### config.mk
export PLATFORM = sky130hd
export DESIGN_NAME = rc_link_frame_receiver_unit
export DESIGN_NICKNAME = d
export VERILOG_FILES = /design/src/design/rclfr_pkg.sv /design/src/design/rc_link_frame_receiver_unit.sv /design/src/design/rclfr_ram.sv /design/src/design/rclfr_chan_unpack.sv
export SDC_FILE = /design/constraint.sdc
export NUM_CORES = 1
export LEC_CHECK = 0
export BUFFER_PORTS_ARGS = -buffer_cell sky130_fd_sc_hd__buf_2
export CAP_MARGIN = 0
export CORE_ASPECT_RATIO = 0.75
export CORE_MARGIN = 10
export CORE_UTILIZATION = 50
export CTS_BUF_LIST = sky130_fd_sc_hd__clkbuf_8
export DETAILED_ROUTE_END_ITERATION = 8
export PLACE_DENSITY = 0.65
export SYNTH_ARGS = -nofsm -noshare
export SYNTH_HDL_FRONTEND = slang
export SYNTH_HIERARCHICAL = 1
export SYNTH_SLANG_ARGS = --single-unit
### constraint.sdc
create_clock -name clk -period 5.8 [get_ports clk]
set_clock_uncertainty 0.2 [all_clocks]
set_input_delay 0.87 -clock clk [delete_from_list [all_inputs] [get_ports clk]]
set_output_delay 0.87 -clock clk [all_outputs]
set_load 0.1 [all_outputs]
### src/design/rclfr_pkg.sv
// ----------------------------------------------------------------------------
// rclfr_pkg
// Shared types, constants and the crc-8 step for the rc link frame receiver.
// ----------------------------------------------------------------------------
package rclfr_pkg;

  // framing constants
  localparam logic [7:0]  SYNC_BYTE    = 8'hC8;
  localparam logic [7:0]  CRC_POLY     = 8'hD5;
  localparam logic [7:0]  CHAN_TYPE    = 8'h16;
  localparam int          CHAN_PAYLOAD = 22;
  localparam int          CHAN_LEN     = CHAN_PAYLOAD + 2;
  localparam int          CHAN_COUNT   = 16;
  localparam int          CHAN_BITS    = 11;
  localparam int          TIMEOUT_W    = 24;
  localparam logic [23:0] TIMEOUT_RESET = 24'd200000;

  // defaults for the top level parameters
  localparam int MAX_FRAME_LEN_DEF       = 64;
  localparam int SILENCE_COUNT_WIDTH_DEF = 24;

  // payload store geometry
  localparam int PAYLOAD_AW = $clog2(CHAN_PAYLOAD);

  // item kinds
  localparam logic OP_BYTE = 1'b0;
  localparam logic OP_TICK = 1'b1;

  typedef enum logic [2:0] {
    PH_SYNC    = 3'd0,
    PH_LEN     = 3'd1,
    PH_TYPE    = 3'd2,
    PH_PAYLOAD = 3'd3,
    PH_CRC     = 3'd4
  } phase_t;

  typedef enum logic [2:0] {
    EV_NONE = 3'd0,
    EV_GOOD = 3'd1,
    EV_CRC  = 3'd2,
    EV_LEN  = 3'd3,
    EV_CHAN = 3'd4,
    EV_LOST = 3'd5
  } event_t;

  typedef struct packed {
    logic       opcode;
    logic [7:0] rx_byte;
  } in_item_t;

  typedef struct packed {
    event_t      event_res;
    logic [3:0]  channel_index;
    logic [10:0] channel_value;
    logic        link_up;
    logic        last;
  } out_item_t;

  // status from the channel unpacker to the top level
  typedef struct packed {
    logic        busy;
    logic        chan_valid;
    logic [3:0]  chan_index;
    logic [10:0] chan_value;
  } unp_stat_t;

  // one byte of crc-8, msb first
  function automatic logic [7:0] crc8_step(input logic [7:0] crc, input logic [7:0] b);
    logic [7:0] c;
    c = crc ^ b;
    for (int k = 0; k < 8; k++) begin
      c = c[7] ? ((c << 1) ^ CRC_POLY) : (c << 1);
    end
    return c;
  endfunction

endpackage

### src/design/rc_link_frame_receiver_unit.sv
// ----------------------------------------------------------------------------
// rc_link_frame_receiver_unit
// Byte-wise frame parser with running crc-8 and link-loss supervision; the
// channel payload is kept in a small ram and unpacked into channels from it.
// ----------------------------------------------------------------------------
// Each parser result is registered into the output register on the transfer of its item.
// Throughput: one item per cycle, byte or tick, with the output taken each cycle and no channel frame unpacking.
// Channel frame: 16 results after the crc byte, paced by the ram read port and the
//   24-bit unpack accumulator; no input is taken until the last channel has been given.
// Reset (rst_n, synchronous): parser to sync hunt, link down, silence zero,
//   timeout 200000; the payload ram is not cleared.
module rc_link_frame_receiver_unit #(
  parameter int MAX_FRAME_LEN       = rclfr_pkg::MAX_FRAME_LEN_DEF,
  parameter int SILENCE_COUNT_WIDTH = rclfr_pkg::SILENCE_COUNT_WIDTH_DEF
) (
  input  logic                 clk,
  input  logic                 rst_n,
  input  logic                 in_valid,
  output logic                 in_ready,
  input  rclfr_pkg::in_item_t  in_data,
  output logic                 out_valid,
  input  logic                 out_ready,
  output rclfr_pkg::out_item_t out_data,
  input  logic                 cfg_we,
  input  logic [rclfr_pkg::TIMEOUT_W-1:0] cfg_wdata
);

  localparam int SW    = SILENCE_COUNT_WIDTH;
  localparam int CMP_W = (SW > rclfr_pkg::TIMEOUT_W) ? SW : rclfr_pkg::TIMEOUT_W;

  rclfr_pkg::phase_t  phase_r, phase_nxt;
  logic [7:0]         frame_size_r, frame_size_nxt;
  logic [7:0]         byte_cnt_r, byte_cnt_nxt;
  logic [7:0]         crc_r, crc_nxt;
  logic [7:0]         frame_type_r, frame_type_nxt;
  logic               link_r, link_nxt;
  logic [SW-1:0]      silence_r, silence_nxt;
  logic [rclfr_pkg::TIMEOUT_W-1:0] timeout_r;
  logic               out_valid_r, out_valid_nxt;
  rclfr_pkg::out_item_t out_r, out_nxt;

  logic                 accept;
  logic                 slot_free;
  rclfr_pkg::event_t    ev;
  logic                 unp_start;
  logic [7:0]           crc_new;
  logic [8:0]           cnt_inc;
  logic [SW-1:0]        sil_inc;
  logic                 ram_we;
  logic [rclfr_pkg::PAYLOAD_AW-1:0] ram_waddr;
  logic                 ram_re;
  logic [rclfr_pkg::PAYLOAD_AW-1:0] ram_raddr;
  logic [7:0]           ram_rdata;
  rclfr_pkg::unp_stat_t unp_stat;

  // handshake: the output register frees on transfer, unpacking blocks input
  assign slot_free = !out_valid_r || out_ready;
  assign in_ready  = slot_free && !unp_stat.busy;
  assign accept    = in_valid && in_ready;

  assign crc_new = rclfr_pkg::crc8_step(crc_r, in_data.rx_byte);
  assign cnt_inc = {1'b0, byte_cnt_r} + 9'd1;
  assign sil_inc = (silence_r != {SW{1'b1}}) ? (silence_r + 1'b1) : silence_r;

  // parser, crc and link supervision
  always_comb begin
    phase_nxt      = phase_r;
    frame_size_nxt = frame_size_r;
    byte_cnt_nxt   = byte_cnt_r;
    crc_nxt        = crc_r;
    frame_type_nxt = frame_type_r;
    link_nxt       = link_r;
    silence_nxt    = silence_r;
    ev             = rclfr_pkg::EV_NONE;
    unp_start      = 1'b0;
    ram_we         = 1'b0;
    ram_waddr      = rclfr_pkg::PAYLOAD_AW'(byte_cnt_r - 8'd1);

    if (accept) begin
      if (in_data.opcode == rclfr_pkg::OP_TICK) begin
        silence_nxt = sil_inc;
        if (link_r && (CMP_W'(sil_inc) > CMP_W'(timeout_r))) begin
          link_nxt = 1'b0;
          ev       = rclfr_pkg::EV_LOST;
        end
      end else begin
        case (phase_r)
          rclfr_pkg::PH_LEN: begin
            if ((in_data.rx_byte < 8'd2) || (in_data.rx_byte > 8'(MAX_FRAME_LEN))) begin
              ev        = rclfr_pkg::EV_LEN;
              phase_nxt = rclfr_pkg::PH_SYNC;
            end else begin
              frame_size_nxt = in_data.rx_byte;
              byte_cnt_nxt   = 8'd0;
              crc_nxt        = 8'd0;
              phase_nxt      = rclfr_pkg::PH_TYPE;
            end
          end
          rclfr_pkg::PH_TYPE: begin
            frame_type_nxt = in_data.rx_byte;
            crc_nxt        = crc_new;
            byte_cnt_nxt   = 8'd1;
            // a type-only frame has its crc next
            phase_nxt = (frame_size_r == 8'd2) ? rclfr_pkg::PH_CRC : rclfr_pkg::PH_PAYLOAD;
          end
          rclfr_pkg::PH_PAYLOAD: begin
            // only the first 22 payload bytes are stored
            ram_we       = (byte_cnt_r != 8'd0) &&
                           (byte_cnt_r <= 8'(rclfr_pkg::CHAN_PAYLOAD));
            crc_nxt      = crc_new;
            byte_cnt_nxt = cnt_inc[7:0];
            if ((cnt_inc + 9'd1) >= {1'b0, frame_size_r}) begin
              phase_nxt = rclfr_pkg::PH_CRC;
            end
          end
          rclfr_pkg::PH_CRC: begin
            phase_nxt = rclfr_pkg::PH_SYNC;
            if (in_data.rx_byte != crc_r) begin
              ev = rclfr_pkg::EV_CRC;
            end else if ((frame_type_r == rclfr_pkg::CHAN_TYPE) &&
                         (frame_size_r == 8'(rclfr_pkg::CHAN_LEN))) begin
              link_nxt    = 1'b1;
              silence_nxt = '0;
              unp_start   = 1'b1;
            end else begin
              ev = rclfr_pkg::EV_GOOD;
            end
          end
          default: begin
            phase_nxt = (in_data.rx_byte == rclfr_pkg::SYNC_BYTE) ?
                        rclfr_pkg::PH_LEN : rclfr_pkg::PH_SYNC;
          end
        endcase
      end
    end
  end

  // output register: single results from the parser, channels from the unpacker
  always_comb begin
    out_valid_nxt = out_valid_r && !out_ready;
    out_nxt       = out_r;
    if (accept && !unp_start) begin
      out_valid_nxt         = 1'b1;
      out_nxt.event_res     = ev;
      out_nxt.channel_index = '0;
      out_nxt.channel_value = '0;
      out_nxt.link_up       = link_nxt;
      out_nxt.last          = 1'b1;
    end else if (unp_stat.chan_valid && slot_free) begin
      out_valid_nxt         = 1'b1;
      out_nxt.event_res     = rclfr_pkg::EV_CHAN;
      out_nxt.channel_index = unp_stat.chan_index;
      out_nxt.channel_value = unp_stat.chan_value;
      out_nxt.link_up       = link_r;
      out_nxt.last          = (unp_stat.chan_index == 4'(rclfr_pkg::CHAN_COUNT - 1));
    end
  end

  // control registers
  always_ff @(posedge clk) begin
    if (!rst_n) begin
      phase_r      <= rclfr_pkg::PH_SYNC;
      frame_size_r <= '0;
      byte_cnt_r   <= '0;
      crc_r        <= '0;
      frame_type_r <= '0;
      link_r       <= 1'b0;
      silence_r    <= '0;
      timeout_r    <= rclfr_pkg::TIMEOUT_RESET;
      out_valid_r  <= 1'b0;
    end else begin
      phase_r      <= phase_nxt;
      frame_size_r <= frame_size_nxt;
      byte_cnt_r   <= byte_cnt_nxt;
      crc_r        <= crc_nxt;
      frame_type_r <= frame_type_nxt;
      link_r       <= link_nxt;
      silence_r    <= silence_nxt;
      out_valid_r  <= out_valid_nxt;
      if (cfg_we) begin
        timeout_r <= cfg_wdata;
      end
    end
  end

  // result payload
  always_ff @(posedge clk) begin
    out_r <= out_nxt;
  end

  assign out_valid = out_valid_r;
  assign out_data  = out_r;

  // payload store
  rclfr_ram #(
    .WIDTH (8),
    .DEPTH (rclfr_pkg::CHAN_PAYLOAD)
  ) u_payload_ram (
    .clk   (clk),
    .we    (ram_we),
    .waddr (ram_waddr),
    .wdata (in_data.rx_byte),
    .re    (ram_re),
    .raddr (ram_raddr),
    .rdata (ram_rdata)
  );

  // channel unpacker
  rclfr_chan_unpack u_unpack (
    .clk        (clk),
    .rst_n      (rst_n),
    .start      (unp_start),
    .chan_ready (slot_free),
    .rd_en      (ram_re),
    .rd_addr    (ram_raddr),
    .rd_data    (ram_rdata),
    .stat       (unp_stat)
  );

`ifndef SYNTHESIS
  a_no_input_while_unpacking: assert property (@(posedge clk) disable iff (!rst_n)
    unp_stat.busy |-> !in_ready)
    else $error("input taken while channels are still being unpacked");

  a_start_busy: assert property (@(posedge clk) disable iff (!rst_n)
    unp_start |=> unp_stat.busy)
    else $error("channel frame did not start the unpacker");

  a_chan_link_up: assert property (@(posedge clk) disable iff (!rst_n)
    (out_valid_r && (out_r.event_res == rclfr_pkg::EV_CHAN)) |-> (link_r && out_r.link_up))
    else $error("channel result with link down");

  a_lost_clears_link: assert property (@(posedge clk) disable iff (!rst_n)
    (accept && (ev == rclfr_pkg::EV_LOST)) |=> !link_r && (silence_r != '0))
    else $error("link loss did not clear the link flag");
`endif

endmodule

### src/design/rclfr_ram.sv
// ----------------------------------------------------------------------------
// rclfr_ram
// Generic single write port, single read port RAM with registered read data.
// ----------------------------------------------------------------------------
module rclfr_ram #(
  parameter int WIDTH = 8,
  parameter int DEPTH = 22
) (
  input  logic                     clk,
  input  logic                     we,
  input  logic [$clog2(DEPTH)-1:0] waddr,
  input  logic [WIDTH-1:0]         wdata,
  input  logic                     re,
  input  logic [$clog2(DEPTH)-1:0] raddr,
  output logic [WIDTH-1:0]         rdata
);

  logic [WIDTH-1:0] mem [DEPTH];
  logic [WIDTH-1:0] rdata_r;

  // write port
  always_ff @(posedge clk) begin
    if (we) begin
      mem[waddr] <= wdata;
    end
  end

  // registered read port
  always_ff @(posedge clk) begin
    if (re) begin
      rdata_r <= mem[raddr];
    end
  end

  assign rdata = rdata_r;

endmodule

### src/design/rclfr_chan_unpack.sv
// ----------------------------------------------------------------------------
// rclfr_chan_unpack
// Reads the 22 stored payload bytes, at most one per cycle, and slices them
// into sixteen 11-bit channels, lsb first, through a bit accumulator.
// ----------------------------------------------------------------------------
module rclfr_chan_unpack (
  input  logic                           clk,
  input  logic                           rst_n,
  input  logic                           start,
  input  logic                           chan_ready,
  output logic                           rd_en,
  output logic [rclfr_pkg::PAYLOAD_AW-1:0] rd_addr,
  input  logic [7:0]                     rd_data,
  output rclfr_pkg::unp_stat_t           stat
);

  localparam int ACC_W = 24;

  logic                            busy_r, busy_nxt;
  logic                            pend_r, pend_nxt;
  logic [rclfr_pkg::PAYLOAD_AW:0]  addr_r, addr_nxt;
  logic [ACC_W-1:0]                acc_r, acc_nxt;
  logic [4:0]                      cnt_r, cnt_nxt;
  logic [3:0]                      idx_r, idx_nxt;

  logic             chan_valid;
  logic             take;
  logic [ACC_W-1:0] acc_a;
  logic [4:0]       cnt_a;
  logic [ACC_W-1:0] acc_b;
  logic [4:0]       cnt_b;
  logic             more;

  // a channel is ready once eleven bits sit in the accumulator
  assign chan_valid = busy_r && (cnt_r >= 5'(rclfr_pkg::CHAN_BITS));
  assign take       = chan_valid && chan_ready;
  assign more       = addr_r < (rclfr_pkg::PAYLOAD_AW + 1)'(rclfr_pkg::CHAN_PAYLOAD);

  always_comb begin
    // consume a channel
    acc_a = take ? (acc_r >> rclfr_pkg::CHAN_BITS) : acc_r;
    cnt_a = take ? (cnt_r - 5'(rclfr_pkg::CHAN_BITS)) : cnt_r;
    // append the byte coming back from the ram
    acc_b = acc_a;
    cnt_b = cnt_a;
    if (pend_r) begin
      acc_b = acc_a | ({{(ACC_W-8){1'b0}}, rd_data} << cnt_a);
      cnt_b = cnt_a + 5'd8;
    end
    // read ahead only while the next byte is sure to fit
    rd_en = busy_r && more && ((6'(cnt_b) + 6'd8) <= 6'(ACC_W));

    busy_nxt = busy_r;
    pend_nxt = rd_en;
    addr_nxt = rd_en ? (addr_r + 1'b1) : addr_r;
    acc_nxt  = acc_b;
    cnt_nxt  = cnt_b;
    idx_nxt  = take ? (idx_r + 1'b1) : idx_r;
    if (take && (idx_r == 4'(rclfr_pkg::CHAN_COUNT - 1))) begin
      busy_nxt = 1'b0;
    end
    if (start) begin
      busy_nxt = 1'b1;
      pend_nxt = 1'b0;
      addr_nxt = '0;
      acc_nxt  = '0;
      cnt_nxt  = '0;
      idx_nxt  = '0;
    end
  end

  assign rd_addr = addr_r[rclfr_pkg::PAYLOAD_AW-1:0];

  // control registers
  always_ff @(posedge clk) begin
    if (!rst_n) begin
      busy_r <= 1'b0;
      pend_r <= 1'b0;
      addr_r <= '0;
      cnt_r  <= '0;
      idx_r  <= '0;
    end else begin
      busy_r <= busy_nxt;
      pend_r <= pend_nxt;
      addr_r <= addr_nxt;
      cnt_r  <= cnt_nxt;
      idx_r  <= idx_nxt;
    end
  end

  always_ff @(posedge clk) begin
    acc_r <= acc_nxt;
  end

  // status towards the top level
  always_comb begin
    stat.busy       = busy_r;
    stat.chan_valid = chan_valid;
    stat.chan_index = idx_r;
    stat.chan_value = acc_r[rclfr_pkg::CHAN_BITS-1:0];
  end

`ifndef SYNTHESIS
  a_acc_room: assert property (@(posedge clk) disable iff (!rst_n)
    cnt_r <= 5'(ACC_W))
    else $error("bit accumulator overfilled");

  a_read_range: assert property (@(posedge clk) disable iff (!rst_n)
    rd_en |-> more)
    else $error("payload read past the stored bytes");

  a_last_chan_all_read: assert property (@(posedge clk) disable iff (!rst_n)
    (chan_valid && (idx_r == 4'(rclfr_pkg::CHAN_COUNT - 1))) |->
      (addr_r == (rclfr_pkg::PAYLOAD_AW + 1)'(rclfr_pkg::CHAN_PAYLOAD)) && !pend_r)
    else $error("last channel given before all payload bytes arrived");

  a_idle_quiet: assert property (@(posedge clk) disable iff (!rst_n)
    !busy_r |-> !rd_en && !chan_valid)
    else $error("unpacker active while idle");
`endif

endmodule
==> flow_summary.yaml <==
logic_synthesis:
  synth.area.top_cells: "edfxtp_1 (35%), dfxtp_1 (18%), mux4_2 (5.0%), mux2i_1 (4.9%), ha_1 (3.4%)"
  yosys_warnings: 6
  synth_seq_area_share_pct: 52.6
  synthFlopType: "edfxtp_1"
  synthMostInstantiatedCell: "edfxtp_1"
  average_footprint_of_a_synthesized_cell_um2: 11.5
  netlist_instances: 1404
  synth-seq-cells: 330
  synth-edff-count: 188
  postSynth.asyncResetShare_pct: 0
  synthesis.area_um2: 16100
  netlist.top_cell.by_area: "edfxtp_1"
  netlist-cell-type-count: 101
  synth_top_cell_area_share_pct: 35.0
  synth_fp_nets: 1486
  post_synth_most_frequent_cells: "edfxtp_1 (188), dfxtp_1 (142), nor2_1 (123), nand2_1 (103), mux2i_1 (79)"
worst_setup_path:
  critical_path_required_ns: 5.93
  crit_type: "reg -> reg"
  cp-end-kind: "flip-flop"
  critPathLaunchType: "flip-flop"
  critPathArrivalTime_ns: 4.32
  critical_path_peak_fanout: 13
route:
  detailroute.via_count: 11200
  drc: 0
  totalWireLength_mm: 37.1
  drt-initial-drc-count: 962
  detail_route.vias_per_cell: 5.92
  detail_route.wl_per_cell_um: 19.7
  route.antenna.remaining_nets: 0
  drtPass1Iterations: 5
pwr:
  switching_share_pct: 21.7
  total_leakage_power_uw: 0.00619
  switchingPower_uw: 1060
  p_int_uw: 3810
  share_seq_of_total_power_pct: 51.1
  pwr-share-clk_pct: 45.2
  irDropWorstVdd_mv: 0.145
  pwr-share-comb_pct: 3.7
  power_per_cell_area_nw_per_um2: 275
timing:
  relSlewSlack_pct: 30.3
  finalWorstSetupSlack_ns: 1.61
  worstMarginPinSlew_ns: 1.05
  setup_viol_count_final: 0
  max_freq_mhz: 239
  count_of_final_max_slew_check_failures: 0
  timing.hold.ws_ns: 0.254
  unrepaired_setup_endpoints_after_global_routing: "false"
  fin_crit_sh_pct: 72.2
  totalNegativeSetupSlack_ns: 0
  finalWorstPathRequiredPeriod_ns: 4.19
  number_of_failing_hold_endpoints_at_the_final_stage: 0
grt:
  grt_pass1_vias: 11000
  globalRouteOverflowTotal: 0
  antenna_violations_before_repair: 2
  grtUsageTotal_pct: 18.8
  grt_pass1_wl_mm: 60.3
  maximum_number_of_pins_on_one_net_before_global_route_repair: 48
place:
  detailedPlacementHpwl_mm: 25.1
  port-buffer-count: 59
  detailedPlace.worstSlack_ns: 1.59
  gp_congestion: 0.877
clocking:
  clkLatencyLatePin_ns: 0.60
  numCtsBuffers: 53
  post_cts.repair.setup_buffers: 0
  tritoncts_num_sinks: 330
  cts_buffer_depth: 3
  cts_max_level: 2
  cts_tree: "built"
  clk_pin_slew_ns: 0.07
  clockRootBuffer: "clkbuf_8"
  holdBufCountCts: 0
  post_cts.resized_instances: 0
cells_and_area:
  layout_cell_share_with_drive_strength_beyond_1_pct: 14.7
  synthToLayoutAreaGrowth_pct: 9.51
  layout.core_utilization_pct: 56.1
  final_nets: 1518
  n_antenna_cell: 0
floorplanning:
  die_h_um: 176
  pin_count: 60
  die_w_um: 228
  std_cell_rows: 56
  start_util_pct: 51.2
  design.core.area_um2: 31500
  die_area_um2: 40000
job:
  drv_cap: 0
min_path:
  worstHoldPathType: "reg -> reg"
run_status:
  outcome: "finished, final reports clean"
[metal layers]
| layer | share of wire [%] | up-vias | track usage, % |
|---|---|---|---|
| met5 | 0.065 | - | 0 |
| met3 | 7.6 | 64 | 5.18 |
| met2 | 42 | 352 | 27.2 |
| li1 | - | 5320 | - |
| met4 | 2.2 | 4 | 5.32 |
| met1 | 48 | 5419 | 26.9 |
[layout make-up]
class | instances | area (um^2)
clock buffer | 54 | 743
sequential | 330 | 8490
multi-input combinational | 930 | 6940
timing repair buffer | 70 | 378
tap | 406 | 508
inverter | 51 | 191
clock inverter | 44 | 427
fill | 2686 | 13800
[cell families after synthesis]
kind of cell | count (synthesis) | share of synthesized area, %
xor+xnor | 62 | 3.45
flops | 330 | 52.6
simple gates | 431 | 13.6
buf+inv | 144 | 4.46
compound gates | 274 | 12.3
mux | 119 | 10.2
fa+ha+maj | 44 | 3.41
[cell usage in the layout, fill, tap and decap left out, drive strengths merged, types with 9 or more instances in the layout]
cell    netlist  layout
inv          50      65
a21o          9       9
dfxtp       142     142
mux2i        79      79
bufinv        0       9
a31oi        15      15
clkinv        1      19
edfxtp      188     188
o31ai        13      13
a22oi        13      13
and2         15      15
buf          62      70
mux4         36      36
o22ai        10      10
xor2         18      18
o211ai       16      16
ha           44      44
a31o         10      10
o21ai        46      46
nor2b        15      15
nor3         30      30
clkbuf       31      54
a211oi       16      16
nand2       105     105
a21oi        52      52
and3         17      17
or4          10      10
and4          9       9
xnor2        43      43
nand4        19      19
nand3        44      44
nor2        125     125
a22o         28      28
[registers in the layout (all words and copies together), names as in the netlist]
signal	flops
u_unpack/busy_r	1
silence_r	24
out_data	20
u_unpack/acc_r	24
u_unpack/cnt_r	5
out_valid	1
u_unpack/idx_r	4
phase_r	3
byte_cnt_r	8
u_payload_ram/rdata	8
u_payload_ram/mem	176
link_r	1
u_unpack/addr_r	6
crc_r	8
timeout_r	24
frame_type_r	8
frame_size_r	8
u_unpack/pend_r	1
[critical path, cell delays in order, from the launching register on]
cell     delay [ns]
dfxtp_1        0.44
ha_1           0.26
nand2_1        0.10
nor3_1         0.44
nand3_1        0.52
nand3_1        0.31
xnor2_1        0.10
ha_1           0.29
and4_1         0.18
and3_1         0.17
nand3_1        0.10
a21o_1         0.19
a41oi_1        0.51
nor3b_2        0.10
[per-stage QoR]
stage / instance area, um^2 / std cells / power, uW
global route: 17700 / 1885 / 5050
detailed placement: 16500 / 1787 / 2720
finish: 17700 / 1885 / 4870
floorplan: 16100 / 1404 / 2650
global placement: 16500 / 1787 / 2720
CTS: 17700 / 1885 / 4920
[power by group through the flow]
| stage | clock network (uW) | registers [uW] | logic, uW |
|---|---|---|---|
| after global placement | 0 | 2540 | 177 |
| after global routing | 2370 | 2490 | 199 |
| final | 2200 | 2490 | 179 |
| after floorplan | 0 | 2550 | 99.2 |
| after CTS | 2250 | 2490 | 181 |
| after detailed placement | 0 | 2540 | 179 |
[final timing paths]
kind	from	to	slack (ns)	depth (start not counted)
max	silence_r[0]$_SDFFE_PN0P_	out_data[1]$_DFFE_PP_	1.61	13
min	u_unpack/acc_r[19]$_SDFF_PP0_	u_unpack/acc_r[19]$_SDFF_PP0_	0.25	2
max reg2reg	silence_r[0]$_SDFFE_PN0P_	out_data[1]$_DFFE_PP_	1.61	13
min reg2reg	u_unpack/acc_r[19]$_SDFF_PP0_	u_unpack/acc_r[19]$_SDFF_PP0_	0.25	2
No activity file was read; power rests on OpenSTA's default activity.
